## src/design/pfdc_pkg.sv

```systemverilog
// ----------------------------------------------------------------------------
// pfdc_pkg
// Shared types and constants of the PID controller with a filtered derivative
// on the measurement.
// ----------------------------------------------------------------------------
package pfdc_pkg;

  localparam int DataWidthDef = 32;

  localparam int CfgIdxW  = 4;
  localparam int CfgDataW = 32;
  localparam int XW       = 32;

  localparam int MulAW = 33;
  localparam int MulBW = 30;
  localparam int ProdW = MulAW + MulBW;
  localparam int AccW  = 64;
  localparam int IsW   = 34;

  localparam int FracBits   = 16;
  localparam int SampleRate = 100;
  localparam int RecipShift = 35;
  localparam int QW         = 26;

  localparam logic signed [MulBW-1:0] RecipM  = 30'sd343597383;
  localparam logic signed [MulBW-1:0] RateMul = 30'sd100;

  typedef enum logic [CfgIdxW-1:0] {
    REG_TARGET   = 4'd0,
    REG_GAIN_P   = 4'd1,
    REG_GAIN_I   = 4'd2,
    REG_GAIN_D   = 4'd3,
    REG_FF_ON    = 4'd4,
    REG_FF_GAIN  = 4'd5,
    REG_INT_LIM  = 4'd6,
    REG_ALPHA    = 4'd7
  } pfdc_reg_e;

  typedef struct packed {
    logic signed [20:0] target_position;
    logic signed [26:0] gain_p;
    logic signed [26:0] gain_i;
    logic signed [26:0] gain_d;
    logic               feedforward_on;
    logic signed [26:0] feedforward_gain;
    logic        [30:0] integ_bound;
    logic        [15:0] derivative_alpha;
  } pfdc_cfg_t;

  localparam pfdc_cfg_t CfgReset = '{
    target_position:  21'sd655360,
    gain_p:           27'sd6488064,
    gain_i:           27'sd327680,
    gain_d:           27'sd1245184,
    feedforward_on:   1'b1,
    feedforward_gain: 27'sd65536,
    integ_bound:      31'd1310720,
    derivative_alpha: 16'd54613
  };

  typedef enum logic [3:0] {
    ST_IDLE,
    ST_DIFF,
    ST_RECIP,
    ST_ALPHA,
    ST_BETA,
    ST_QCHK,
    ST_FILT,
    ST_INT,
    ST_CLAMP,
    ST_FF,
    ST_LAST,
    ST_OUT
  } pfdc_state_e;

  typedef enum logic [3:0] {
    MS_DIFF,
    MS_RECIP,
    MS_ALPHA,
    MS_BETA,
    MS_QCHK,
    MS_GP,
    MS_GD,
    MS_FFW,
    MS_GI
  } pfdc_mul_sel_e;

  typedef enum logic [1:0] {
    ACC_HOLD,
    ACC_LOAD,
    ACC_ADD,
    ACC_ADD_FF
  } pfdc_acc_op_e;

  typedef struct packed {
    logic          ld_in;
    logic          ld_n;
    logic          ld_raw;
    logic          ld_q0;
    logic          ld_fd;
    logic          ld_q;
    logic          ld_isum;
    logic          ld_integ;
    logic          commit;
    pfdc_mul_sel_e mul_sel;
    pfdc_acc_op_e  acc_op;
  } pfdc_ctrl_t;

endpackage

```

## src/design/pfdc_cfg.sv

```systemverilog
// ----------------------------------------------------------------------------
// pfdc_cfg
// Configuration register file, written by index over its own channel.
// ----------------------------------------------------------------------------
module pfdc_cfg import pfdc_pkg::*; (
  input  logic                clk_i,
  input  logic                rst_ni,
  input  logic                cfg_valid_i,
  output logic                cfg_ready_o,
  input  logic [CfgIdxW-1:0]  cfg_index_i,
  input  logic [CfgDataW-1:0] cfg_data_i,
  output pfdc_cfg_t           cfg_o
);

  pfdc_cfg_t cfg_q, cfg_d;

  assign cfg_ready_o = 1'b1;
  assign cfg_o       = cfg_q;

  always_comb begin
    cfg_d = cfg_q;
    unique case (pfdc_reg_e'(cfg_index_i))
      REG_TARGET:  cfg_d.target_position  = cfg_data_i[20:0];
      REG_GAIN_P:  cfg_d.gain_p           = cfg_data_i[26:0];
      REG_GAIN_I:  cfg_d.gain_i           = cfg_data_i[26:0];
      REG_GAIN_D:  cfg_d.gain_d           = cfg_data_i[26:0];
      REG_FF_ON:   cfg_d.feedforward_on   = cfg_data_i[0];
      REG_FF_GAIN: cfg_d.feedforward_gain = cfg_data_i[26:0];
      REG_INT_LIM: cfg_d.integ_bound      = cfg_data_i[30:0];
      REG_ALPHA:   cfg_d.derivative_alpha = cfg_data_i[15:0];
      default:     cfg_d = cfg_q;
    endcase
  end

  always_ff @(posedge clk_i or negedge rst_ni) begin
    if (!rst_ni) begin
      cfg_q <= CfgReset;
    end else if (cfg_valid_i) begin
      cfg_q <= cfg_d;
    end
  end

endmodule

```

## src/design/pfdc_mul.sv

```systemverilog
// ----------------------------------------------------------------------------
// pfdc_mul
// Shared signed multiplier with a registered product.
// ----------------------------------------------------------------------------
module pfdc_mul import pfdc_pkg::*; (
  input  logic                    clk_i,
  input  logic signed [MulAW-1:0] a_i,
  input  logic signed [MulBW-1:0] b_i,
  output logic signed [ProdW-1:0] p_o
);

  logic signed [ProdW-1:0] prod_q;

  always_ff @(posedge clk_i) begin
    prod_q <= a_i * b_i;
  end

  assign p_o = prod_q;

endmodule

```

## src/design/pfdc_seq.sv

```systemverilog
// ----------------------------------------------------------------------------
// pfdc_seq
// Sequencer: steps one item through the shared multiplier and accumulator,
// and owns the input and output handshakes.
// ----------------------------------------------------------------------------
module pfdc_seq import pfdc_pkg::*; (
  input  logic       clk_i,
  input  logic       rst_ni,
  input  logic       in_valid_i,
  output logic       in_ready_o,
  output logic       out_valid_o,
  input  logic       out_ready_i,
  output pfdc_ctrl_t ctrl_o
);

  pfdc_state_e state_q, state_d;
  logic        out_valid_q, out_valid_d;

  always_ff @(posedge clk_i or negedge rst_ni) begin
    if (!rst_ni) begin
      state_q     <= ST_IDLE;
      out_valid_q <= 1'b0;
    end else begin
      state_q     <= state_d;
      out_valid_q <= out_valid_d;
    end
  end

  always_comb begin
    state_d        = state_q;
    ctrl_o         = '0;
    ctrl_o.mul_sel = MS_DIFF;
    ctrl_o.acc_op  = ACC_HOLD;
    in_ready_o     = 1'b0;
    unique case (state_q)
      ST_IDLE: begin
        in_ready_o   = 1'b1;
        ctrl_o.ld_in = in_valid_i;
        if (in_valid_i) state_d = ST_DIFF;
      end
      ST_DIFF: begin
        ctrl_o.mul_sel = MS_DIFF;
        ctrl_o.ld_n    = 1'b1;
        state_d        = ST_RECIP;
      end
      ST_RECIP: begin
        ctrl_o.mul_sel = MS_RECIP;
        ctrl_o.ld_raw  = 1'b1;
        state_d        = ST_ALPHA;
      end
      ST_ALPHA: begin
        ctrl_o.mul_sel = MS_ALPHA;
        ctrl_o.ld_q0   = 1'b1;
        state_d        = ST_BETA;
      end
      ST_BETA: begin
        ctrl_o.mul_sel = MS_BETA;
        ctrl_o.acc_op  = ACC_LOAD;
        state_d        = ST_QCHK;
      end
      ST_QCHK: begin
        ctrl_o.mul_sel = MS_QCHK;
        ctrl_o.acc_op  = ACC_ADD;
        state_d        = ST_FILT;
      end
      ST_FILT: begin
        ctrl_o.mul_sel = MS_GP;
        ctrl_o.ld_fd   = 1'b1;
        ctrl_o.ld_q    = 1'b1;
        state_d        = ST_INT;
      end
      ST_INT: begin
        ctrl_o.mul_sel = MS_GD;
        ctrl_o.acc_op  = ACC_LOAD;
        ctrl_o.ld_isum = 1'b1;
        state_d        = ST_CLAMP;
      end
      ST_CLAMP: begin
        ctrl_o.mul_sel  = MS_FFW;
        ctrl_o.acc_op   = ACC_ADD;
        ctrl_o.ld_integ = 1'b1;
        state_d         = ST_FF;
      end
      ST_FF: begin
        ctrl_o.mul_sel = MS_GI;
        ctrl_o.acc_op  = ACC_ADD_FF;
        state_d        = ST_LAST;
      end
      ST_LAST: begin
        ctrl_o.acc_op = ACC_ADD;
        state_d       = ST_OUT;
      end
      ST_OUT: begin
        if (!out_valid_q || out_ready_i) begin
          ctrl_o.commit = 1'b1;
          state_d       = ST_IDLE;
        end
      end
      default: state_d = ST_IDLE;
    endcase
  end

  always_comb begin
    out_valid_d = out_valid_q;
    if (ctrl_o.commit) out_valid_d = 1'b1;
    else if (out_ready_i) out_valid_d = 1'b0;
  end

  assign out_valid_o = out_valid_q;

  a_rise_after_out: assert property (@(posedge clk_i) disable iff (!rst_ni)
    $rose(out_valid_q) |-> $past(state_q) == ST_OUT)
    else $error("result raised outside the output step");

  a_accept_starts: assert property (@(posedge clk_i) disable iff (!rst_ni)
    (in_valid_i && in_ready_o) |=> state_q == ST_DIFF)
    else $error("accepted item did not start the sequence");

  a_no_overwrite: assert property (@(posedge clk_i) disable iff (!rst_ni)
    (state_q == ST_OUT && out_valid_q && !out_ready_i) |=> state_q == ST_OUT)
    else $error("pending result overwritten");

endmodule

```

## src/design/pfdc_dpath.sv

```systemverilog
// ----------------------------------------------------------------------------
// pfdc_dpath
// Datapath: controller state, operand selection for the shared multiplier,
// accumulator, rounding, saturation and the integral clamp.
// ----------------------------------------------------------------------------
module pfdc_dpath import pfdc_pkg::*; #(
  parameter int DATA_WIDTH = DataWidthDef
) (
  input  logic                    clk_i,
  input  logic                    rst_ni,
  input  pfdc_ctrl_t              ctrl_i,
  input  pfdc_cfg_t               cfg_i,
  input  logic signed [XW-1:0]    measured_position_i,
  input  logic signed [ProdW-1:0] prod_i,
  output logic signed [MulAW-1:0] mul_a_o,
  output logic signed [MulBW-1:0] mul_b_o,
  output logic signed [XW-1:0]    drive_force_o,
  output logic signed [XW-1:0]    tracking_error_o
);

  localparam int SatW = (DATA_WIDTH > 32) ? 32 : DATA_WIDTH;
  localparam int DW   = XW + 1;
  localparam logic signed [AccW-1:0] SatHi   = (AccW'(1) << (SatW - 1)) - AccW'(1);
  localparam logic signed [AccW-1:0] SatLo   = -SatHi - AccW'(1);
  localparam logic signed [AccW-1:0] RndHalf = AccW'(1) << (FracBits - 1);

  function automatic logic signed [SatW-1:0] sat_w(input logic signed [AccW-1:0] v);
    logic signed [SatW-1:0] r;
    if (v > SatHi) r = SatHi[SatW-1:0];
    else if (v < SatLo) r = SatLo[SatW-1:0];
    else r = v[SatW-1:0];
    return r;
  endfunction

  logic signed [XW-1:0]   x_q;
  logic signed [SatW-1:0] err_q;
  logic signed [SatW-1:0] prev_q;
  logic signed [SatW-1:0] fd_q;
  logic signed [SatW-1:0] integ_q;
  logic signed [SatW-1:0] raw_q;
  logic [MulAW-1:0]       n_q;
  logic                   neg_q;
  logic [QW-1:0]          q0_q;
  logic [QW-1:0]          q_q;
  logic signed [IsW-1:0]  isum_q;
  logic signed [AccW-1:0] acc_q;
  logic signed [XW-1:0]   force_q;
  logic signed [XW-1:0]   terr_q;

  logic signed [DW-1:0]   esub;
  logic signed [DW-1:0]   diff;
  logic [MulAW-1:0]       n_d;
  logic [MulAW-1:0]       rem;
  logic [QW-1:0]          q_d;
  logic signed [IsW-1:0]  q_s;
  logic signed [IsW-1:0]  isum_d;
  logic signed [IsW-1:0]  lim;
  logic signed [IsW-1:0]  clamped;
  logic signed [IsW-1:0]  integ_ext;
  logic signed [AccW-1:0] rnd;
  logic [FracBits:0]      beta;

  assign esub = DW'(cfg_i.target_position) - DW'(measured_position_i);
  assign diff = DW'(prev_q) - DW'(x_q);
  assign n_d  = (err_q[SatW-1] ? -MulAW'(err_q) : MulAW'(err_q)) + MulAW'(SampleRate / 2);
  assign rem  = n_q - prod_i[MulAW-1:0];
  assign q_d  = q0_q + QW'(rem >= MulAW'(SampleRate));
  assign q_s  = $signed({{(IsW - QW){1'b0}}, q_q});
  assign isum_d = IsW'(integ_q) + (neg_q ? -q_s : q_s);
  assign lim  = $signed({{(IsW - 31){1'b0}}, cfg_i.integ_bound});
  assign rnd  = (acc_q + RndHalf) >>> FracBits;
  assign beta = (FracBits + 1)'(1 << FracBits) - (FracBits + 1)'(cfg_i.derivative_alpha);
  assign integ_ext = IsW'(integ_q);

  always_comb begin
    if (isum_q > lim) clamped = lim;
    else if (isum_q < -lim) clamped = -lim;
    else clamped = isum_q;
  end

  always_comb begin
    mul_a_o = MulAW'(diff);
    mul_b_o = RateMul;
    case (ctrl_i.mul_sel)
      MS_DIFF: begin
        mul_a_o = MulAW'(diff);
        mul_b_o = RateMul;
      end
      MS_RECIP: begin
        mul_a_o = n_q;
        mul_b_o = RecipM;
      end
      MS_ALPHA: begin
        mul_a_o = MulAW'(fd_q);
        mul_b_o = MulBW'(cfg_i.derivative_alpha);
      end
      MS_BETA: begin
        mul_a_o = MulAW'(raw_q);
        mul_b_o = MulBW'(beta);
      end
      MS_QCHK: begin
        mul_a_o = MulAW'(q0_q);
        mul_b_o = RateMul;
      end
      MS_GP: begin
        mul_a_o = MulAW'(err_q);
        mul_b_o = MulBW'(cfg_i.gain_p);
      end
      MS_GD: begin
        mul_a_o = MulAW'(fd_q);
        mul_b_o = MulBW'(cfg_i.gain_d);
      end
      MS_FFW: begin
        mul_a_o = MulAW'(cfg_i.target_position);
        mul_b_o = MulBW'(cfg_i.feedforward_gain);
      end
      MS_GI: begin
        mul_a_o = MulAW'(integ_q);
        mul_b_o = MulBW'(cfg_i.gain_i);
      end
      default: begin
        mul_a_o = MulAW'(diff);
        mul_b_o = RateMul;
      end
    endcase
  end

  always_ff @(posedge clk_i or negedge rst_ni) begin
    if (!rst_ni) begin
      prev_q  <= '0;
      fd_q    <= '0;
      integ_q <= '0;
    end else begin
      if (ctrl_i.ld_fd) fd_q <= sat_w(rnd);
      if (ctrl_i.ld_integ) integ_q <= sat_w(AccW'(clamped));
      if (ctrl_i.commit) prev_q <= sat_w(AccW'(x_q));
    end
  end

  always_ff @(posedge clk_i) begin
    if (ctrl_i.ld_in) begin
      x_q   <= measured_position_i;
      err_q <= sat_w(AccW'(esub));
    end
    if (ctrl_i.ld_n) begin
      n_q   <= n_d;
      neg_q <= err_q[SatW-1];
    end
    if (ctrl_i.ld_raw) raw_q <= sat_w(AccW'(prod_i));
    if (ctrl_i.ld_q0) q0_q <= prod_i[RecipShift +: QW];
    if (ctrl_i.ld_q) q_q <= q_d;
    if (ctrl_i.ld_isum) isum_q <= isum_d;
    case (ctrl_i.acc_op)
      ACC_LOAD:   acc_q <= AccW'(prod_i);
      ACC_ADD:    acc_q <= acc_q + AccW'(prod_i);
      ACC_ADD_FF: begin
        if (cfg_i.feedforward_on) acc_q <= acc_q + AccW'(prod_i);
      end
      default:    acc_q <= acc_q;
    endcase
    if (ctrl_i.commit) begin
      force_q <= XW'(sat_w(rnd));
      terr_q  <= XW'(err_q);
    end
  end

  assign drive_force_o    = force_q;
  assign tracking_error_o = terr_q;

  a_quotient_fix: assert property (@(posedge clk_i) disable iff (!rst_ni)
    ctrl_i.ld_q |-> rem < MulAW'(2 * SampleRate))
    else $error("reciprocal quotient off by more than one");

  a_integral_bound: assert property (@(posedge clk_i) disable iff (!rst_ni)
    ctrl_i.ld_integ |=> (integ_ext <= lim && integ_ext >= -lim))
    else $error("integral outside its limit");

endmodule

```

## src/design/pid_filtered_derivative_controller_top.sv

```systemverilog
// ----------------------------------------------------------------------------
// pid_filtered_derivative_controller_top
// PID controller, derivative on measurement through a first-order low-pass,
// clamped integral and optional feed-forward, signed Q16.16.
//
//   channel  direction  handshake                  payload
//   in       sink       in_valid_i / in_ready_o    measured_position_i
//   out      source     out_valid_o / out_ready_i  drive_force_o, tracking_error_o
//   cfg      sink       cfg_valid_i / cfg_ready_o  cfg_index_i, cfg_data_i
//
// Each item sends nine products one after another through the single shared
// multiplier, and no new item is accepted before that sequence has finished;
// its result is registered as the sequencer leaves its output step.
// The input is ready only while the sequencer is idle.
// A result waits in the output register; the next item may run meanwhile and
// stalls in its final step only while that register is still full.
// Reset clears the controller state and loads the register defaults.
// ----------------------------------------------------------------------------
module pid_filtered_derivative_controller_top import pfdc_pkg::*; #(
  parameter int DATA_WIDTH = DataWidthDef
) (
  input  logic                clk_i,
  input  logic                rst_ni,
  input  logic                in_valid_i,
  output logic                in_ready_o,
  input  logic signed [31:0]  measured_position_i,
  output logic                out_valid_o,
  input  logic                out_ready_i,
  output logic signed [31:0]  drive_force_o,
  output logic signed [31:0]  tracking_error_o,
  input  logic                cfg_valid_i,
  output logic                cfg_ready_o,
  input  logic [CfgIdxW-1:0]  cfg_index_i,
  input  logic [CfgDataW-1:0] cfg_data_i
);

  pfdc_cfg_t               cfg;
  pfdc_ctrl_t              ctrl;
  logic signed [MulAW-1:0] mul_a;
  logic signed [MulBW-1:0] mul_b;
  logic signed [ProdW-1:0] prod;

  pfdc_cfg u_cfg (
    .clk_i       (clk_i),
    .rst_ni      (rst_ni),
    .cfg_valid_i (cfg_valid_i),
    .cfg_ready_o (cfg_ready_o),
    .cfg_index_i (cfg_index_i),
    .cfg_data_i  (cfg_data_i),
    .cfg_o       (cfg)
  );

  pfdc_seq u_seq (
    .clk_i       (clk_i),
    .rst_ni      (rst_ni),
    .in_valid_i  (in_valid_i),
    .in_ready_o  (in_ready_o),
    .out_valid_o (out_valid_o),
    .out_ready_i (out_ready_i),
    .ctrl_o      (ctrl)
  );

  pfdc_mul u_mul (
    .clk_i (clk_i),
    .a_i   (mul_a),
    .b_i   (mul_b),
    .p_o   (prod)
  );

  pfdc_dpath #(
    .DATA_WIDTH (DATA_WIDTH)
  ) u_dpath (
    .clk_i               (clk_i),
    .rst_ni              (rst_ni),
    .ctrl_i              (ctrl),
    .cfg_i               (cfg),
    .measured_position_i (measured_position_i),
    .prod_i              (prod),
    .mul_a_o             (mul_a),
    .mul_b_o             (mul_b),
    .drive_force_o       (drive_force_o),
    .tracking_error_o    (tracking_error_o)
  );

endmodule

```

## config.mk

```make
export PLATFORM = sky130hd
export DESIGN_NAME = pid_filtered_derivative_controller_top
export DESIGN_NICKNAME = d
export VERILOG_FILES = /design/src/design/pfdc_pkg.sv /design/src/design/pfdc_cfg.sv /design/src/design/pfdc_mul.sv /design/src/design/pfdc_seq.sv /design/src/design/pfdc_dpath.sv /design/src/design/pid_filtered_derivative_controller_top.sv
export SDC_FILE = /design/constraint.sdc
export NUM_CORES = 2
export LEC_CHECK = 0
export BUFFER_PORTS_ARGS = -buffer_cell sky130_fd_sc_hd__buf_4
export CAP_MARGIN = 15
export CORE_ASPECT_RATIO = 0.8
export CORE_UTILIZATION = 52
export DETAILED_ROUTE_END_ITERATION = 6
export PLACE_DENSITY_LB_ADDON = 0.3
export SLEW_MARGIN = 10
export SYNTH_ARGS = -nofsm -noshare
export SYNTH_HDL_FRONTEND = slang
export SYNTH_SLANG_ARGS = --single-unit
```

## constraint.sdc

```tcl
create_clock -name clk_i -period 31.1 [get_ports clk_i]
set_input_delay 0 -clock clk_i [delete_from_list [all_inputs] [get_ports clk_i]]
set_output_delay 0 -clock clk_i [all_outputs]
set_load 0.02 [all_outputs]
```

==> impl_results.md <==
- Async SR Flop Fraction: 0.406
- Post-CTS sizing: 0
- Fin Hold WS: 0.0566 ns
- RSZ-0062 raised after global routing: false
- Wire length per cell: 25.1 um
- Max FO, Critical Path: 40
- Synthesized area: 77,400 um^2
- CTS H-tree depth: 3
- Syn nets: 9,870
- EDFF count, synth: 344
- Most frequent cells in the layout: inv_1, fa_1, nand2_1
- DR pass1 iterations: 7
- Synth top area share: 0.268
- Gpl congestion: 1.02
- Area leader, netlist: fa_1
- Arrival @ worst endpoint: 12.88 ns
- Vias in the first global route: 61.6k
- DPL Wire Length: 203,000 um
- Crit. End Element: flip-flop
- Hold WC Path Type: in -> reg
- Slew Viols, Final: 0
- GRT Total Usage: 0.351
- Slew headroom: 0.202
- Starting density of the core: 0.524
- Cells on worst reg2reg path: 33
- R2r startpoint: u_seq.state_q[0]
- Worst setup SP type: flip-flop
- Iteration-0 DRC Markers: 7,236
- Vias per inst: 6.03
- Register area share after synthesis: 0.240
- # port buffers: 137
- Fin crit period: 12.35 ns
- Worst setup path category: reg -> reg
- Outcome: completed
- Synth area leaders: fa_1, edfxtp_1, dfrtp_1
- Synth Flop Type: edfxtp_1
- Setup bufs post-CTS: 0
- Die W: 433 um
- Data required time of the worst path: 31.63 ns
- Max Cap Viol: 0
- Critical Path Source: u_seq.state_q[0]
- Netlist cell types: 96
- WHS Endpoint: u_dpath.x_q[28]
- Post-synthesis cell count: 8,306
- TritonCTS clock tree: done
- Clock Latency Late Sink: 0.70 ns
- Crit-path max cell delay: 1.13 ns
- Final wirelength: 262,000 um
- Maximum buffer depth of the clock tree: 3
- First-pass GRT wire length: 393,000 um
- Period utilization: 0.397
- Fillcell total: 13.0k
- Setup TNS: 0 ns
- Die extent in y: 347 um
- Initial antenna violation count: 10
- Cell row count: 126
- Slew @ Worst Pin: 1.19 ns
- FF-to-FF setup slack: 18.75 ns
- Warnings from Yosys: 0
- Avg Cell Area, Syn: 9.31 um^2
- Core area: 148,000 um^2
- CP most frequent cell: fa_1
- Clock Skew: 0.0484 ns
- Final ANT Viol Nets: 0
- Endpoints failing hold: 0
- Reg-to-reg critical path endpoint: u_mul.p_o[57]
- Via count: 62.8k
- FF+latch count, synth: 685
- F_max: 0.0809 GHz
- Start point of the worst hold path: measured_position_i[28]
- CTS buffer count: 73
- Synth-to-Final Area Change: 8.88%
- Total die area: 150,000 um^2
- Drt drc: 0
- Commonest non-fill, non-tap cell in the layout: inv_1
- Slowest stage cell, crit path: nand3_1
- Sink Count: 685
- Root buf cell: clkbuf_16
- Final setup fails: 0
- Fraction of layout cells with a size suffix above 1: 0.0850
- I/O Pins: 140
- Worst-path clk slew: 0.07 ns
- Nets: 9,937
- Grt total ovfl: 0
- Hold path cells: 2
- Maximum number of pins on one net before global-route repair: 83
[cells by family after synthesis]
logic type,synth area share
other cells,0.0000971
fa+ha+maj,0.343
buf+inv,0.0866
compound gates,0.115
mux,0.0333
flops,0.240
xor+xnor,0.0448
simple gates,0.137
[critical path, delay by kind of cell (launching register included)]
family	cells	cell delay, ns
fa+ha+maj	9	4.33
simple gates	9	3.40
compound gates	7	2.53
buf+inv	7	0.86
flops	1	0.84
xor+xnor	1	0.15
[how the worst max path moves through the flow]
stage / to / slack (ns)
2_1_floorplan: u_mul.p_o[38] / 20.75
3_3_place_gp: u_mul.p_o[57] / 19.19
3_5_place_dp: u_mul.p_o[57] / 19.06
4_1_cts: u_mul.p_o[57] / 18.97
5_1_grt: u_mul.p_o[57] / 18.39
6_report: u_mul.p_o[57] / 18.75
[synth_stat cells (all sizes together), types with 49 or more instances]
library cell,instances
nand2,901
mux2,214
nand2b,70
xor2,121
fa,1037
ha,454
clkbuf,328
a21o,177
a22oi,99
or3,53
and2,63
inv,1414
nor3,98
edfxtp,344
dfxtp,63
nor4,49
nand3,115
o21ai,298
a21oi,371
and3,49
nor2b,60
o21a,62
xnor2,275
nor2,698
dfrtp,254
nand4,93
[per-layer routing]
metal	up-vias	global-route usage	wire length, um
met5	-	0	38
met4	6	0.137	11800
met3	494	0.0940	32800
met2	3360	0.498	109000
met1	31700	0.510	108000
li1	27300	-	-
[cell type report]
class                      instances  area (um^2)  share of cell area
sequential                       685        18600               0.221
inverter                        1414         5310              0.0630
tap                             1984         2480              0.0295
timing repair buffer             355         2900              0.0345
clock buffer                      92         1930              0.0229
clock inverter                    43          631             0.00749
multi-input combinational       5844        52400               0.622
antenna                            3         7.51           0.0000891
[repair_timing]
action	in CTS	in global routing
hold buffers	82	0
endpoints found under the setup margin	0	0
endpoints found under the hold margin	317	0
[stage by stage]
step / area [um^2] / std cells / setup WS, ns / util
floorplan: 77400 / 8306 / 20.75 / -
global placement: 80800 / 10200 / 19.19 / 0.548
detailed placement: 80800 / 10200 / 19.06 / 0.548
CTS: 84200 / 10400 / 18.97 / 0.571
global route: 84200 / 10400 / 18.39 / 0.571
finish: 84200 / 10400 / 18.75 / 0.571
[flip-flops by register name, summed over array words and instances (netlist names), 33 cells and up]
| register | cells |
|---|---|
| u_dpath.acc_q | 64 |
| u_dpath.isum_q | 34 |
| u_cfg.cfg_o | 177 |
| u_mul.p_o | 63 |
| u_dpath.n_q | 33 |
Power is not shown: default switching activity piles up to over one toggle a cycle in this logic, so the estimate is an artifact.
